--- config.mk ---
export PLATFORM = sky130hd
export DESIGN_NAME = multi_stage_looping_envelope_core
export DESIGN_NICKNAME = d
export VERILOG_FILES = /design/src/rtl/mse_pkg.sv /design/src/rtl/multi_stage_looping_envelope_core.sv /design/src/rtl/mse_cfg.sv /design/src/rtl/mse_table.sv /design/src/rtl/mse_core.sv
export SDC_FILE = /design/constraint.sdc
export NUM_CORES = 2
export LEC_CHECK = 0
export ABC_AREA = 0
export BUFFER_PORTS_ARGS = -buffer_cell sky130_fd_sc_hd__buf_2
export CELL_PAD_IN_SITES_DETAIL_PLACEMENT = 2
export CELL_PAD_IN_SITES_GLOBAL_PLACEMENT = 2
export CORE_ASPECT_RATIO = 0.75
export CORE_UTILIZATION = 39
export CTS_BUF_LIST = sky130_fd_sc_hd__clkbuf_16
export DETAILED_ROUTE_END_ITERATION = 10
export MAX_ROUTING_LAYER = met4
export PLACE_DENSITY = 0.8
export SYNTH_ARGS = -nofsm -noshare
export SYNTH_HDL_FRONTEND = slang
export SYNTH_SLANG_ARGS = --single-unit
--- constraint.sdc ---
create_clock -name clk_i -period 14.55 [get_ports clk_i]
set_input_delay 3.6375 -clock clk_i [delete_from_list [all_inputs] [get_ports clk_i]]
set_output_delay 3.6375 -clock clk_i [all_outputs]
set_load 0.01 [all_outputs]
--- src/rtl/mse_pkg.sv ---
// shared types and constants of the multi-stage looping envelope
`default_nettype none

package mse_pkg;

  localparam int LEVEL_BITS     = 16;
  localparam int RATE_FRAC_BITS = 24;
  localparam int ACC_W          = LEVEL_BITS + RATE_FRAC_BITS;
  localparam int INC_W          = ACC_W + 1;

  localparam int TABLE_SIZE = 12;
  localparam int TBL_IDX_W  = $clog2(TABLE_SIZE);

  localparam int STAGE_W  = 4;
  localparam int REPEAT_W = 8;
  localparam int CFG_IDX_W  = 3;
  localparam int CFG_DATA_W = 8;

  localparam logic [STAGE_W-1:0] STAGE_IDLE    = STAGE_W'(0);
  localparam logic [STAGE_W-1:0] STAGE_FIRST   = STAGE_W'(1);
  localparam logic [STAGE_W-1:0] STAGE_MIN     = STAGE_W'(1);
  localparam logic [STAGE_W-1:0] STAGE_MAX     = STAGE_W'(10);
  localparam logic [STAGE_W-1:0] STAGE_RELEASE = STAGE_W'(11);
  localparam logic [STAGE_W-1:0] LOOP_MIN_STEPS = STAGE_W'(2);

  localparam logic [TBL_IDX_W-1:0] ENTRY_START   = TBL_IDX_W'(0);
  localparam logic [TBL_IDX_W-1:0] ENTRY_RELEASE = TBL_IDX_W'(11);

  typedef enum logic [1:0] {
    MODE_TICK     = 2'd0,
    MODE_NOTE_ON  = 2'd1,
    MODE_NOTE_OFF = 2'd2,
    MODE_TABLE_WR = 2'd3
  } mode_e;

  typedef enum logic [CFG_IDX_W-1:0] {
    CFG_BYPASS       = 3'd0,
    CFG_STAGE_COUNT  = 3'd1,
    CFG_LOOP_ENABLE  = 3'd2,
    CFG_LOOP_TARGET  = 3'd3,
    CFG_LOOP_REPEATS = 3'd4
  } cfg_idx_e;

  typedef struct packed {
    mode_e                     mode;
    logic [3:0]                entry_index;
    logic [LEVEL_BITS-1:0]     entry_level;
    logic [RATE_FRAC_BITS-1:0] entry_rate_recip;
  } in_item_t;

  typedef struct packed {
    logic [LEVEL_BITS-1:0] level;
    logic                  active;
    logic [STAGE_W-1:0]    stage;
  } out_item_t;

  // register values after clamping, as the envelope uses them
  typedef struct packed {
    logic                bypass;
    logic                loop_enable;
    logic [STAGE_W-1:0]  steps;
    logic [STAGE_W-1:0]  loop_to;
    logic [REPEAT_W-1:0] repeats;
  } eff_cfg_t;

  typedef struct packed {
    logic                      en;
    logic [3:0]                index;
    logic [LEVEL_BITS-1:0]     level;
    logic [RATE_FRAC_BITS-1:0] recip;
  } tbl_wr_t;

endpackage

`default_nettype wire

--- src/rtl/multi_stage_looping_envelope_core.sv ---
// an accepted item is held in the input register; its result goes to the output register
// throughput: one item per cycle unless the output stalls; the state update (table
// read, 17x24 multiply, 41-bit add and compare) is combinational between the registers
// the output register lets the next item in while a result waits to be taken
// reset clears envelope state, whole table and config registers; stage count resets to 1
`default_nettype none

module multi_stage_looping_envelope_core (
  input  wire logic                           clk_i,
  input  wire logic                           rst_ni,
  input  wire logic                           in_valid_i,
  output logic                                in_stall_o,
  input  wire mse_pkg::in_item_t              in_item_i,
  output logic                                out_valid_o,
  input  wire logic                           out_stall_i,
  output mse_pkg::out_item_t                  out_item_o,
  input  wire logic                           cfg_valid_i,
  output logic                                cfg_ready_o,
  input  wire logic [mse_pkg::CFG_IDX_W-1:0]  cfg_index_i,
  input  wire logic [mse_pkg::CFG_DATA_W-1:0] cfg_data_i
);

  logic                in_valid_q;
  mse_pkg::in_item_t   in_q;
  logic                out_valid_q;
  mse_pkg::out_item_t  out_q;

  logic                out_free;
  logic                proc_en;
  logic                accept;

  mse_pkg::eff_cfg_t   eff;
  mse_pkg::tbl_wr_t    tbl_wr;
  mse_pkg::out_item_t  result;

  logic [mse_pkg::LEVEL_BITS-1:0]     level_tbl [mse_pkg::TABLE_SIZE];
  logic [mse_pkg::RATE_FRAC_BITS-1:0] rate_tbl  [mse_pkg::TABLE_SIZE];

  assign out_free   = !out_valid_q || !out_stall_i;
  assign proc_en    = in_valid_q && out_free;
  assign in_stall_o = in_valid_q && !out_free;
  assign accept     = in_valid_i && !in_stall_o;

  always_ff @(posedge clk_i or negedge rst_ni) begin
    if (!rst_ni) begin
      in_valid_q  <= 1'b0;
      out_valid_q <= 1'b0;
    end else begin
      if (accept) begin
        in_valid_q <= 1'b1;
      end else if (proc_en) begin
        in_valid_q <= 1'b0;
      end
      if (proc_en) begin
        out_valid_q <= 1'b1;
      end else if (!out_stall_i) begin
        out_valid_q <= 1'b0;
      end
    end
  end

  always_ff @(posedge clk_i) begin
    if (accept) begin
      in_q <= in_item_i;
    end
    if (proc_en) begin
      out_q <= result;
    end
  end

  assign tbl_wr.en    = proc_en && (in_q.mode == mse_pkg::MODE_TABLE_WR);
  assign tbl_wr.index = in_q.entry_index;
  assign tbl_wr.level = in_q.entry_level;
  assign tbl_wr.recip = in_q.entry_rate_recip;

  mse_cfg u_cfg (
    .clk_i       (clk_i),
    .rst_ni      (rst_ni),
    .cfg_valid_i (cfg_valid_i),
    .cfg_ready_o (cfg_ready_o),
    .cfg_index_i (cfg_index_i),
    .cfg_data_i  (cfg_data_i),
    .eff_o       (eff)
  );

  mse_table u_table (
    .clk_i   (clk_i),
    .rst_ni  (rst_ni),
    .wr_i    (tbl_wr),
    .level_o (level_tbl),
    .rate_o  (rate_tbl)
  );

  mse_core u_core (
    .clk_i       (clk_i),
    .rst_ni      (rst_ni),
    .proc_en_i   (proc_en),
    .item_i      (in_q),
    .cfg_i       (eff),
    .level_tbl_i (level_tbl),
    .rate_tbl_i  (rate_tbl),
    .result_o    (result)
  );

  assign out_valid_o = out_valid_q;
  assign out_item_o  = out_q;

endmodule

`default_nettype wire

--- src/rtl/mse_cfg.sv ---
// configuration registers and clamping of stage count and loop target
`default_nettype none

module mse_cfg (
  input  wire logic                                 clk_i,
  input  wire logic                                 rst_ni,
  input  wire logic                                 cfg_valid_i,
  output logic                                      cfg_ready_o,
  input  wire logic [mse_pkg::CFG_IDX_W-1:0]        cfg_index_i,
  input  wire logic [mse_pkg::CFG_DATA_W-1:0]       cfg_data_i,
  output mse_pkg::eff_cfg_t                         eff_o
);

  logic                         bypass_q;
  logic [mse_pkg::STAGE_W-1:0]  stage_count_q;
  logic                         loop_enable_q;
  logic [mse_pkg::STAGE_W-1:0]  loop_target_q;
  logic [mse_pkg::REPEAT_W-1:0] loop_repeats_q;

  logic [mse_pkg::STAGE_W-1:0]  steps;
  logic [mse_pkg::STAGE_W-1:0]  loop_to;

  assign cfg_ready_o = 1'b1;

  always_ff @(posedge clk_i or negedge rst_ni) begin
    if (!rst_ni) begin
      bypass_q       <= 1'b0;
      stage_count_q  <= mse_pkg::STAGE_MIN;
      loop_enable_q  <= 1'b0;
      loop_target_q  <= '0;
      loop_repeats_q <= '0;
    end else if (cfg_valid_i && cfg_ready_o) begin
      unique case (mse_pkg::cfg_idx_e'(cfg_index_i))
        mse_pkg::CFG_BYPASS:       bypass_q       <= cfg_data_i[0];
        mse_pkg::CFG_STAGE_COUNT:  stage_count_q  <= cfg_data_i[mse_pkg::STAGE_W-1:0];
        mse_pkg::CFG_LOOP_ENABLE:  loop_enable_q  <= cfg_data_i[0];
        mse_pkg::CFG_LOOP_TARGET:  loop_target_q  <= cfg_data_i[mse_pkg::STAGE_W-1:0];
        mse_pkg::CFG_LOOP_REPEATS: loop_repeats_q <= cfg_data_i[mse_pkg::REPEAT_W-1:0];
        default: ;
      endcase
    end
  end

  always_comb begin
    steps = stage_count_q;
    if (stage_count_q < mse_pkg::STAGE_MIN) begin
      steps = mse_pkg::STAGE_MIN;
    end else if (stage_count_q > mse_pkg::STAGE_MAX) begin
      steps = mse_pkg::STAGE_MAX;
    end
    if (loop_enable_q && steps < mse_pkg::LOOP_MIN_STEPS) begin
      steps = mse_pkg::LOOP_MIN_STEPS;
    end
    // with looping enabled, loop target stays at least two below the stage count
    loop_to = loop_target_q;
    if ({1'b0, loop_target_q} + {1'b0, mse_pkg::LOOP_MIN_STEPS} > {1'b0, steps}) begin
      loop_to = steps - mse_pkg::LOOP_MIN_STEPS;
    end
  end

  assign eff_o.bypass      = bypass_q;
  assign eff_o.loop_enable = loop_enable_q;
  assign eff_o.steps       = steps;
  assign eff_o.loop_to     = loop_to;
  assign eff_o.repeats     = loop_repeats_q;

endmodule

`default_nettype wire

--- src/rtl/mse_table.sv ---
// level and rate reciprocal table of the envelope stages
`default_nettype none

module mse_table (
  input  wire logic                                clk_i,
  input  wire logic                                rst_ni,
  input  wire mse_pkg::tbl_wr_t                    wr_i,
  output logic [mse_pkg::LEVEL_BITS-1:0]           level_o [mse_pkg::TABLE_SIZE],
  output logic [mse_pkg::RATE_FRAC_BITS-1:0]       rate_o  [mse_pkg::TABLE_SIZE]
);

  logic [mse_pkg::LEVEL_BITS-1:0]     level_q [mse_pkg::TABLE_SIZE];
  logic [mse_pkg::RATE_FRAC_BITS-1:0] rate_q  [mse_pkg::TABLE_SIZE];
  logic                               wr_hit;

  // writes beyond the last entry are dropped
  assign wr_hit = wr_i.en && ({1'b0, wr_i.index} < 5'(mse_pkg::TABLE_SIZE));

  always_ff @(posedge clk_i or negedge rst_ni) begin
    if (!rst_ni) begin
      for (int i = 0; i < mse_pkg::TABLE_SIZE; i++) begin
        level_q[i] <= '0;
        rate_q[i]  <= '0;
      end
    end else if (wr_hit) begin
      level_q[wr_i.index[mse_pkg::TBL_IDX_W-1:0]] <= wr_i.level;
      rate_q[wr_i.index[mse_pkg::TBL_IDX_W-1:0]]  <= wr_i.recip;
    end
  end

  assign level_o = level_q;
  assign rate_o  = rate_q;

endmodule

`default_nettype wire

--- src/rtl/mse_core.sv ---
// envelope state and its combinational next-state update for one item
`default_nettype none

module mse_core (
  input  wire logic                              clk_i,
  input  wire logic                              rst_ni,
  input  wire logic                              proc_en_i,
  input  wire mse_pkg::in_item_t                 item_i,
  input  wire mse_pkg::eff_cfg_t                 cfg_i,
  input  wire logic [mse_pkg::LEVEL_BITS-1:0]     level_tbl_i [mse_pkg::TABLE_SIZE],
  input  wire logic [mse_pkg::RATE_FRAC_BITS-1:0] rate_tbl_i  [mse_pkg::TABLE_SIZE],
  output mse_pkg::out_item_t                     result_o
);

  localparam int LB  = mse_pkg::LEVEL_BITS;
  localparam int RB  = mse_pkg::RATE_FRAC_BITS;
  localparam int AW  = mse_pkg::ACC_W;
  localparam int IW  = mse_pkg::INC_W;
  localparam int SW  = mse_pkg::STAGE_W;
  localparam int XW  = mse_pkg::TBL_IDX_W;

  logic [AW-1:0]                  acc_q, acc_d;
  logic signed [IW-1:0]           inc_q, inc_d;
  logic [SW-1:0]                  stage_q, stage_d;
  logic [mse_pkg::REPEAT_W-1:0]   cnt_q, cnt_d;

  logic [LB-1:0]                  cur_lvl;
  logic                           lp;
  logic [SW-1:0]                  t_idx;
  logic [LB-1:0]                  t_lvl;
  logic [AW-1:0]                  t_acc;
  logic                           rate_zero;
  logic signed [AW+1:0]           sum;
  logic [AW-1:0]                  acc_adv;
  logic                           done;
  logic                           hit;
  logic [mse_pkg::REPEAT_W-1:0]   cnt_n;
  logic [SW-1:0]                  enter_s;
  logic [mse_pkg::REPEAT_W-1:0]   enter_cnt;
  logic                           enter_lp;
  logic [SW-1:0]                  e_tgt_idx;
  logic [SW-1:0]                  e_rate_idx;
  logic [LB-1:0]                  e_tgt;
  logic [RB-1:0]                  e_rate;
  logic [LB-1:0]                  base;
  logic signed [LB:0]             diff;
  logic signed [LB+RB+1:0]        prod;

  assign cur_lvl = acc_q[AW-1 -: LB];

  // reads of the target level and reciprocal of the running stage
  always_comb begin
    lp = cfg_i.loop_enable && (stage_q == cfg_i.steps) &&
         ((cfg_i.repeats == '0) || (cnt_q < cfg_i.repeats));
    if (stage_q == mse_pkg::STAGE_RELEASE) begin
      t_idx = mse_pkg::STAGE_RELEASE;
    end else if (lp) begin
      t_idx = cfg_i.loop_to;
    end else begin
      t_idx = stage_q;
    end
    t_lvl = ({1'b0, t_idx} < 5'(mse_pkg::TABLE_SIZE)) ? level_tbl_i[t_idx[XW-1:0]] : '0;
    t_acc = {t_lvl, {RB{1'b0}}};
    rate_zero = ({1'b0, stage_q} < 5'(mse_pkg::TABLE_SIZE)) ?
                (rate_tbl_i[stage_q[XW-1:0]] == '0) : 1'b1;
  end

  // one tick of the ramp with saturation and the reach test
  always_comb begin
    sum = $signed({2'b00, acc_q}) + $signed({inc_q[IW-1], inc_q});
    if (sum[AW+1]) begin
      acc_adv = '0;
    end else if (sum[AW]) begin
      acc_adv = '1;
    end else begin
      acc_adv = sum[AW-1:0];
    end
    done = inc_q[IW-1] ? (acc_adv <= t_acc) : (acc_adv >= t_acc);
    hit  = rate_zero || done;
  end

  // increment for the stage about to be entered
  always_comb begin
    cnt_n = (lp && (cfg_i.repeats != '0)) ? cnt_q + 1'b1 : cnt_q;
    if (item_i.mode == mse_pkg::MODE_NOTE_ON) begin
      enter_s   = mse_pkg::STAGE_FIRST;
      enter_cnt = '0;
    end else begin
      enter_s   = lp ? cfg_i.loop_to + 1'b1 : stage_q + 1'b1;
      enter_cnt = cnt_n;
    end
    enter_lp = cfg_i.loop_enable && (enter_s == cfg_i.steps) &&
               ((cfg_i.repeats == '0) || (enter_cnt < cfg_i.repeats));
    if (item_i.mode == mse_pkg::MODE_NOTE_OFF) begin
      e_tgt_idx  = mse_pkg::STAGE_RELEASE;
      e_rate_idx = mse_pkg::STAGE_RELEASE;
    end else begin
      e_tgt_idx  = enter_lp ? cfg_i.loop_to : enter_s;
      e_rate_idx = enter_s;
    end
    e_tgt  = ({1'b0, e_tgt_idx} < 5'(mse_pkg::TABLE_SIZE)) ?
             level_tbl_i[e_tgt_idx[XW-1:0]] : '0;
    e_rate = ({1'b0, e_rate_idx} < 5'(mse_pkg::TABLE_SIZE)) ?
             rate_tbl_i[e_rate_idx[XW-1:0]] : '0;
    if (item_i.mode == mse_pkg::MODE_NOTE_ON) begin
      base = level_tbl_i[mse_pkg::ENTRY_START];
    end else if (item_i.mode == mse_pkg::MODE_NOTE_OFF) begin
      base = cur_lvl;
    end else begin
      // a stage change starts from the snapped target level
      base = t_lvl;
    end
    diff = $signed({1'b0, e_tgt}) - $signed({1'b0, base});
    prod = diff * $signed({1'b0, e_rate});
  end

  always_comb begin
    acc_d   = acc_q;
    inc_d   = inc_q;
    stage_d = stage_q;
    cnt_d   = cnt_q;
    unique case (item_i.mode)
      mse_pkg::MODE_TICK: begin
        if (!cfg_i.bypass && stage_q != mse_pkg::STAGE_IDLE) begin
          acc_d = hit ? t_acc : acc_adv;
          if (stage_q == mse_pkg::STAGE_RELEASE) begin
            if (hit) begin
              stage_d = mse_pkg::STAGE_IDLE;
            end
          end else if (hit && (lp || cfg_i.steps > stage_q)) begin
            cnt_d   = cnt_n;
            stage_d = enter_s;
            inc_d   = prod[IW-1:0];
          end
        end
      end
      mse_pkg::MODE_NOTE_ON: begin
        cnt_d   = '0;
        acc_d   = {level_tbl_i[mse_pkg::ENTRY_START], {RB{1'b0}}};
        stage_d = mse_pkg::STAGE_FIRST;
        inc_d   = prod[IW-1:0];
      end
      mse_pkg::MODE_NOTE_OFF: begin
        stage_d = mse_pkg::STAGE_RELEASE;
        inc_d   = prod[IW-1:0];
      end
      mse_pkg::MODE_TABLE_WR: ;
      default: ;
    endcase
  end

  always_ff @(posedge clk_i or negedge rst_ni) begin
    if (!rst_ni) begin
      acc_q   <= '0;
      inc_q   <= '0;
      stage_q <= mse_pkg::STAGE_IDLE;
      cnt_q   <= '0;
    end else if (proc_en_i) begin
      acc_q   <= acc_d;
      inc_q   <= inc_d;
      stage_q <= stage_d;
      cnt_q   <= cnt_d;
    end
  end

  assign result_o.level  = cfg_i.bypass ? {LB{1'b1}} : acc_d[AW-1 -: LB];
  assign result_o.active = (stage_d != mse_pkg::STAGE_IDLE);
  assign result_o.stage  = stage_d;

endmodule

`default_nettype wire
Yosys cells after proc, flatten, opt, wreduce, memory -nomap -nowiden. Index checks and enable logic that the tools add are counted.

Bits in registers: 660. Input bits: 62.

Add/subtract/negate cells: 7. Multiply operators: 1. Order comparisons: 20. Equal/unequal tests: 14. Multiplexer cells: 60. Bitwise gates (word level): 5. Reduce and logical (&&, ||, !) cells: 43.

Operators with widths (count): $bwmux W288 (1); $bmux W24 S4 (2); $bwmux W192 (1); $mux W40 (4); $mux W16 (9); $mux W24 (6); $bmux W16 S4 (2); $mux W41 (3); $demux W24 S4 (1); $pmux W41 S2 (1); $pmux W40 S2 (1); $demux W16 S4 (1); $mux W4 (15); $add A41 B41 Y42 (1); $mul A17 B25 Y41 (1); $ge A40 B40 Y1 (1); $le A40 B40 Y1 (1); $mux W8 (5); $ge A5 B5 Y1 const B (5); $not A4 Y5 (5); $logic_not A24 Y1 (1); $lt A4 B4 Y1 const B (5); $sub A16 B16 Y17 (1); $lt A8 B8 Y1 (2); other kinds (35) (75).

Longest topological paths before layout.
Depth after elaboration: 28. Depth in mapped cells: 67.

Cells and area by module. Synthesis repeated with hierarchy kept, for this count alone.

Cell total of the unflattened synthesis: 4970. Area, all modules: 50582.3 sq um.

By module, submodules not included: mse_core (times used 1, cells each 3742, area an instance 29569.6 sq um, seq. area each 2327.2 sq um); mse_table (times used 1, cells each 1067, area an instance 17913.4 sq um, seq. area each 12011.5 sq um); multi_stage_looping_envelope_core (times used 1, cells each 77, area an instance 2109.5 sq um, seq. area each 2062.0 sq um); mse_cfg (times used 1, cells each 84, area an instance 989.7 sq um, seq. area each 451.7 sq um).

Worst setup path before layout. OpenSTA, ideal clock, no wires.

Path kind: register to register. Start: reg u_cfg.stage_count_q[3] in the netlist's numbering. End: reg u_core.inc_q[39]. Setup time: 0.125 ns. Arrival time: 13.892 ns. Setup slack: 0.534 ns. Cell stages (with the launch flop): 61. Cell sequence: dfrtp_1 -> buf_2 -> a211oi_1 -> inv_1 -> ha_1 -> and3_1 -> nand3_2 -> or3_4 -> o22ai_4 -> a21boi_1 -> inv_2 -> buf_1 -> clkbuf_1 -> ha_1 -> nand2_1 -> xnor2_1 -> nand2_1 -> a31oi_1 -> (+25 left out) -> fa_1 -> fa_1 -> inv_1 -> fa_1 -> inv_1 -> ha_1 -> a21oi_1 -> nor2b_1 -> nor2_1 -> nand2_1 -> nor3b_1 -> a211oi_1 -> a211o_1 -> a221oi_1 -> o21ai_0 -> nand4b_1 -> o2111ai_1 -> mux2_2.

Cells in the longest elaborated chain, start to end: 28.

RTL lines: start, declared (line mse_cfg.sv:15) `logic [mse_pkg::STAGE_W-1:0] stage_count_q;`; start signal, assigned (line mse_cfg.sv:28) `stage_count_q <= mse_pkg::STAGE_MIN;`; start signal, assigned (line mse_cfg.sv:35) `mse_pkg::CFG_STAGE_COUNT: stage_count_q <= cfg_data_i[mse_pkg::STAGE_W-1:0];`; $gt A4 B4 Y1 (line mse_cfg.sv:48) `end else if (stage_count_q > mse_pkg::STAGE_MAX) begin`; $mux W4 (line mse_cfg.sv:48); $mux W4 * (line mse_cfg.sv:46) `if (stage_count_q < mse_pkg::STAGE_MIN) begin`; $lt A4 B2 Y1 (line mse_cfg.sv:51) `if (loop_enable_q && steps < mse_pkg::LOOP_MIN_STEPS) begin`; $logic_and A1 B1 Y1 (line mse_cfg.sv:51); $mux W4 * (line mse_cfg.sv:51); parallel branches: the longest is 22 deep, another holds $sub A4 B2 Y4; end signal, assigned (line mse_core.sv:160) `inc_q <= inc_d;`; end, declared (line mse_core.sv:23) `logic signed [IW-1:0] inc_q, inc_d;`.

Every way passes the cells marked *. The select of a mux whose other input is x is not followed. A chain may end at the register's enable or synchronous reset.

Worst setup path in the final report.
Start: reg u_cfg.loop_enable_q. End: reg u_core.inc_q[38].

Cells in the longest elaborated chain, start to end: 24.

RTL lines: start, declared (line mse_cfg.sv:16) `logic loop_enable_q;`; start signal, assigned (line mse_cfg.sv:36) `mse_pkg::CFG_LOOP_ENABLE: loop_enable_q <= cfg_data_i[0];`; parallel branches: the longest is 24 deep, another holds $sub A4 B2 Y4.

Parallel ways; which one is timed is not known. The select of a mux whose other input is x is not followed.

==> metrics.md <==
| Metric | Value |
|---|---|
| Syn_area_per_cell | `10.02 um^2` |
| Buf/Inv on CP | `11` |
| Area occupied by multi-input gates | `roughly 0.031 mm^2` |
| TritonCTS buffer count | `74` |
| Worst Hold Class | `reg2reg` |
| DRT iter0 DRCs | `about 3700` |
| # rows | `113` |
| CP startpoint kind | `flip-flop` |
| Number of enable flip-flop cells after synthesis | `67` |
| Relative slew slack | `0.2516` |
| Area post-placement | `0.05351 mm^2` |
| Grt total ovfl | `0` |
| Hpwl dp | `143.5 mm` |
| Max incr delay on CP | `570 ps` |
| Synth Instances | `5036` |
| Die H | `313.5 um` |
| Maxcap violations | `0` |
| Layout fillers | `approximately 13000` |
| Share of layout cells above drive strength 1 | `0.2255` |
| Cell taking the most area after synthesis | `dfrtp_1` |
| Worst path slowest cell | `fa_1` |
| Mapped cell area | `around 0.050 mm^2` |
| Synth Flop Type | `dfrtp_1` |
| Vias in the first global route | `approximately 47000` |
| Synth Net Count | `5667` |
| Via Count | `42440` |
| # clock sinks | `660` |
| Die ar. | `0.1308 mm^2` |
| Max-slew violations | `0` |
| Largest cells by area after synthesis | `dfrtp_1, mux2_2, fa_1` |
| NumNets Final | `5718` |
| Top-level port count | `86` |
| Vias per std cell | `6.168` |
| Tmin final | `14460 ps` |
| Clock Path Buffers | `3` |
| Initial antenna violation count | `8` |
| Largest net degree at the start of global routing | `approximately 160` |
| Syn. warnings | `0` |
| Sequential Area | `~0.017 mm^2` |
| Crit path kind | `reg2reg` |
| GRT Total Usage | `0.3220` |
| Clock skew | `43.40 ps` |
| Sequential fraction of the synthesis area | `0.3340` |
| Fin. Hold Viols | `0` |
| CP dominant cell by count | `fa_1` |
| Status | `finished clean` |
| Max H-tree Level | `3` |
| Distinct cells, synth | `85` |
| Top Family by Delay on Critical Path | `adder cells` |
| Root Buffer | `clkbuf_16` |
| Setup_tns | `0 ps` |
| DR DRC count | `0` |
| Final Wtd Congestion | `0.9202` |
| RSZ-0062 raised after global routing | `true` |
| Commonest cells in the netlist | `mux2_2, dfrtp_1, nand2_1, inv_1, fa_1` |
| Core Box Area | `~0.13 mm^2` |
| Top-area cell type share of the netlist area | `0.2936` |
| Worst-Margin Slew | `between 1000 and 1500 ps` |
| CP endpoint kind | `flip-flop` |
| First-pass GRT wire length | `308.4 mm` |
| Reg clk slew, reported paths | `60 ps` |
| Clock latency at the later pin of the worst-skew pair | `a little over 700 ps` |
| Most numerous cell in the Yosys netlist | `mux2_2` |
| DR WL/cell | `30.52 um` |
| Initial Utilization | `0.3957` |
| Final setup violation count | `0` |
| Worst Path Required | `approximately 15000 ps` |
| Fmax | `69.17 MHz` |
| Flops & latches, synth | `660` |
| Port bufs | `84` |
| Drt total wl | `210.0 mm` |
| Period utilization | `0.9936` |
| Max FO, Critical Path | `7` |
| Final Instance Area | `0.05686 mm^2` |
| Die X | `417.4 um` |
| Drt first pass iters | `9` |
| Synth async-reset ratio | `0.8985` |
| Critical Path AT | `15010 ps` |
| Fin Hold WS | `494.2 ps` |
| CTS tree | `built` |
| Area added between synthesis and finish | `12.67%` |
| Antenna-violating nets left | `0` |
## cell usage in the layout, fill, tap and decap left out, types with 60 or more instances in the layout
| cell type | instances |
|---|---|
| a211oi_1 | 84 |
| nor2b_1 | 104 |
| o21ai_0 | 130 |
| dfrtp_1 | 591 |
| ha_1 | 226 |
| nor4_1 | 68 |
| buf_2 | 83 |
| edfxtp_1 | 67 |
| nand3_1 | 143 |
| clkbuf_16 | 76 |
| nand2_1 | 508 |
| buf_4 | 186 |
| fa_1 | 323 |
| a21oi_1 | 123 |
| and3_1 | 66 |
| mux2i_1 | 60 |
| inv_1 | 469 |
| mux2_2 | 598 |
| nor2_1 | 245 |
## timing repair
item	CTS	global route
pin swaps	13	54
hold buffers	0	0
gates cloned	1	1
setup endpoints to repair	17	19
gates resized for setup	30	96
setup buffers	8	29
## routing by layer
metal	vias up	track usage	routed length, um
li1	17640	-	-
met1	22590	0.4241	89060
met2	1754	0.5137	99280
met3	459	0.04424	14420
met4	0	0.1016	7244
met5	-	-	0
## stage by stage
| stage | util | setup WS [ps] | instances |
|---|---|---|---|
| floorplan | - | 533.5 | 5036 |
| global placement | 0.4196 | -136.6 | 6697 |
| detailed placement | 0.4196 | -778.0 | 6697 |
| CTS | 0.4402 | 17.14 | 6843 |
| global route | 0.4458 | -362.4 | 6880 |
| finish | 0.4458 | 92.43 | 6881 |
## cell families after synthesis
kind of cell | share of synthesized area
and+or+nand+nor | 0.1364
buffers and inverters | 0.05802
DFF | 0.3340
xor gates and xnor gates | 0.01646
adders and majority gates | 0.1905
AOI/OAI and AO/OA | 0.1144
other | 0.00007431
muxes | 0.1502
## path summary, 6_finish.rpt
path	startpoint	to	slack (ps)	cells past startpoint
worst max-delay path	u_cfg.loop_enable_q$_DFFE_PN0P_	u_core.inc_q[38]$_DFFE_PN0P_	90	62
worst min-delay path	u_core.acc_q[7]$_DFFE_PN0P_	u_core.acc_q[7]$_DFFE_PN0P_	490	2
worst max register to register	u_cfg.loop_enable_q$_DFFE_PN0P_	u_core.inc_q[38]$_DFFE_PN0P_	90	62
worst min register to register	u_core.acc_q[7]$_DFFE_PN0P_	u_core.acc_q[7]$_DFFE_PN0P_	490	2
max in group asynchronous	rst_ni	u_table.level_o[21]$_DFFE_PN0P_	9160	3
min in group asynchronous	rst_ni	u_table.rate_o[129]$_DFFE_PN0P_	2950	1
## worst reg2reg max path, delay by kind of cell, from the launching register on
family / cells / cell delay [ps]
buffers and inverters: 11 / 1490
xor gates and xnor gates: 2 / 330
and+or+nand+nor: 19 / 3530
adders and majority gates: 10 / 4300
AOI/OAI and AO/OA: 17 / 3250
DFF: 1 / 410
muxes: 3 / 1060
## cell type report
| type | instances | area share |
|---|---|---|
| timing repair buffer | 295 | 0.04007 |
| tap | 1725 | 0.03796 |
| inverter | 453 | 0.02995 |
| antenna | 8 | 0.0003521 |
| clock buffer | 75 | 0.03301 |
| multi-input combinational | 3603 | 0.5531 |
| sequential | 660 | 0.2964 |
| clock inverter | 62 | 0.009111 |
## sequential cells by signal (all words and copies together), names as in the netlist, 4 cells and up
register and count:
u_core.stage_q 4, u_table.level_o 192, u_core.cnt_q 8, u_core.inc_q 41, u_table.rate_o 288, u_cfg.loop_target_q 4
u_cfg.loop_repeats_q 8, in_q 46, out_item_o 21, u_cfg.stage_count_q 4, u_core.acc_q 40
Power is not shown: default switching activity piles up to over one toggle a cycle in this logic, so the estimate is an artifact.
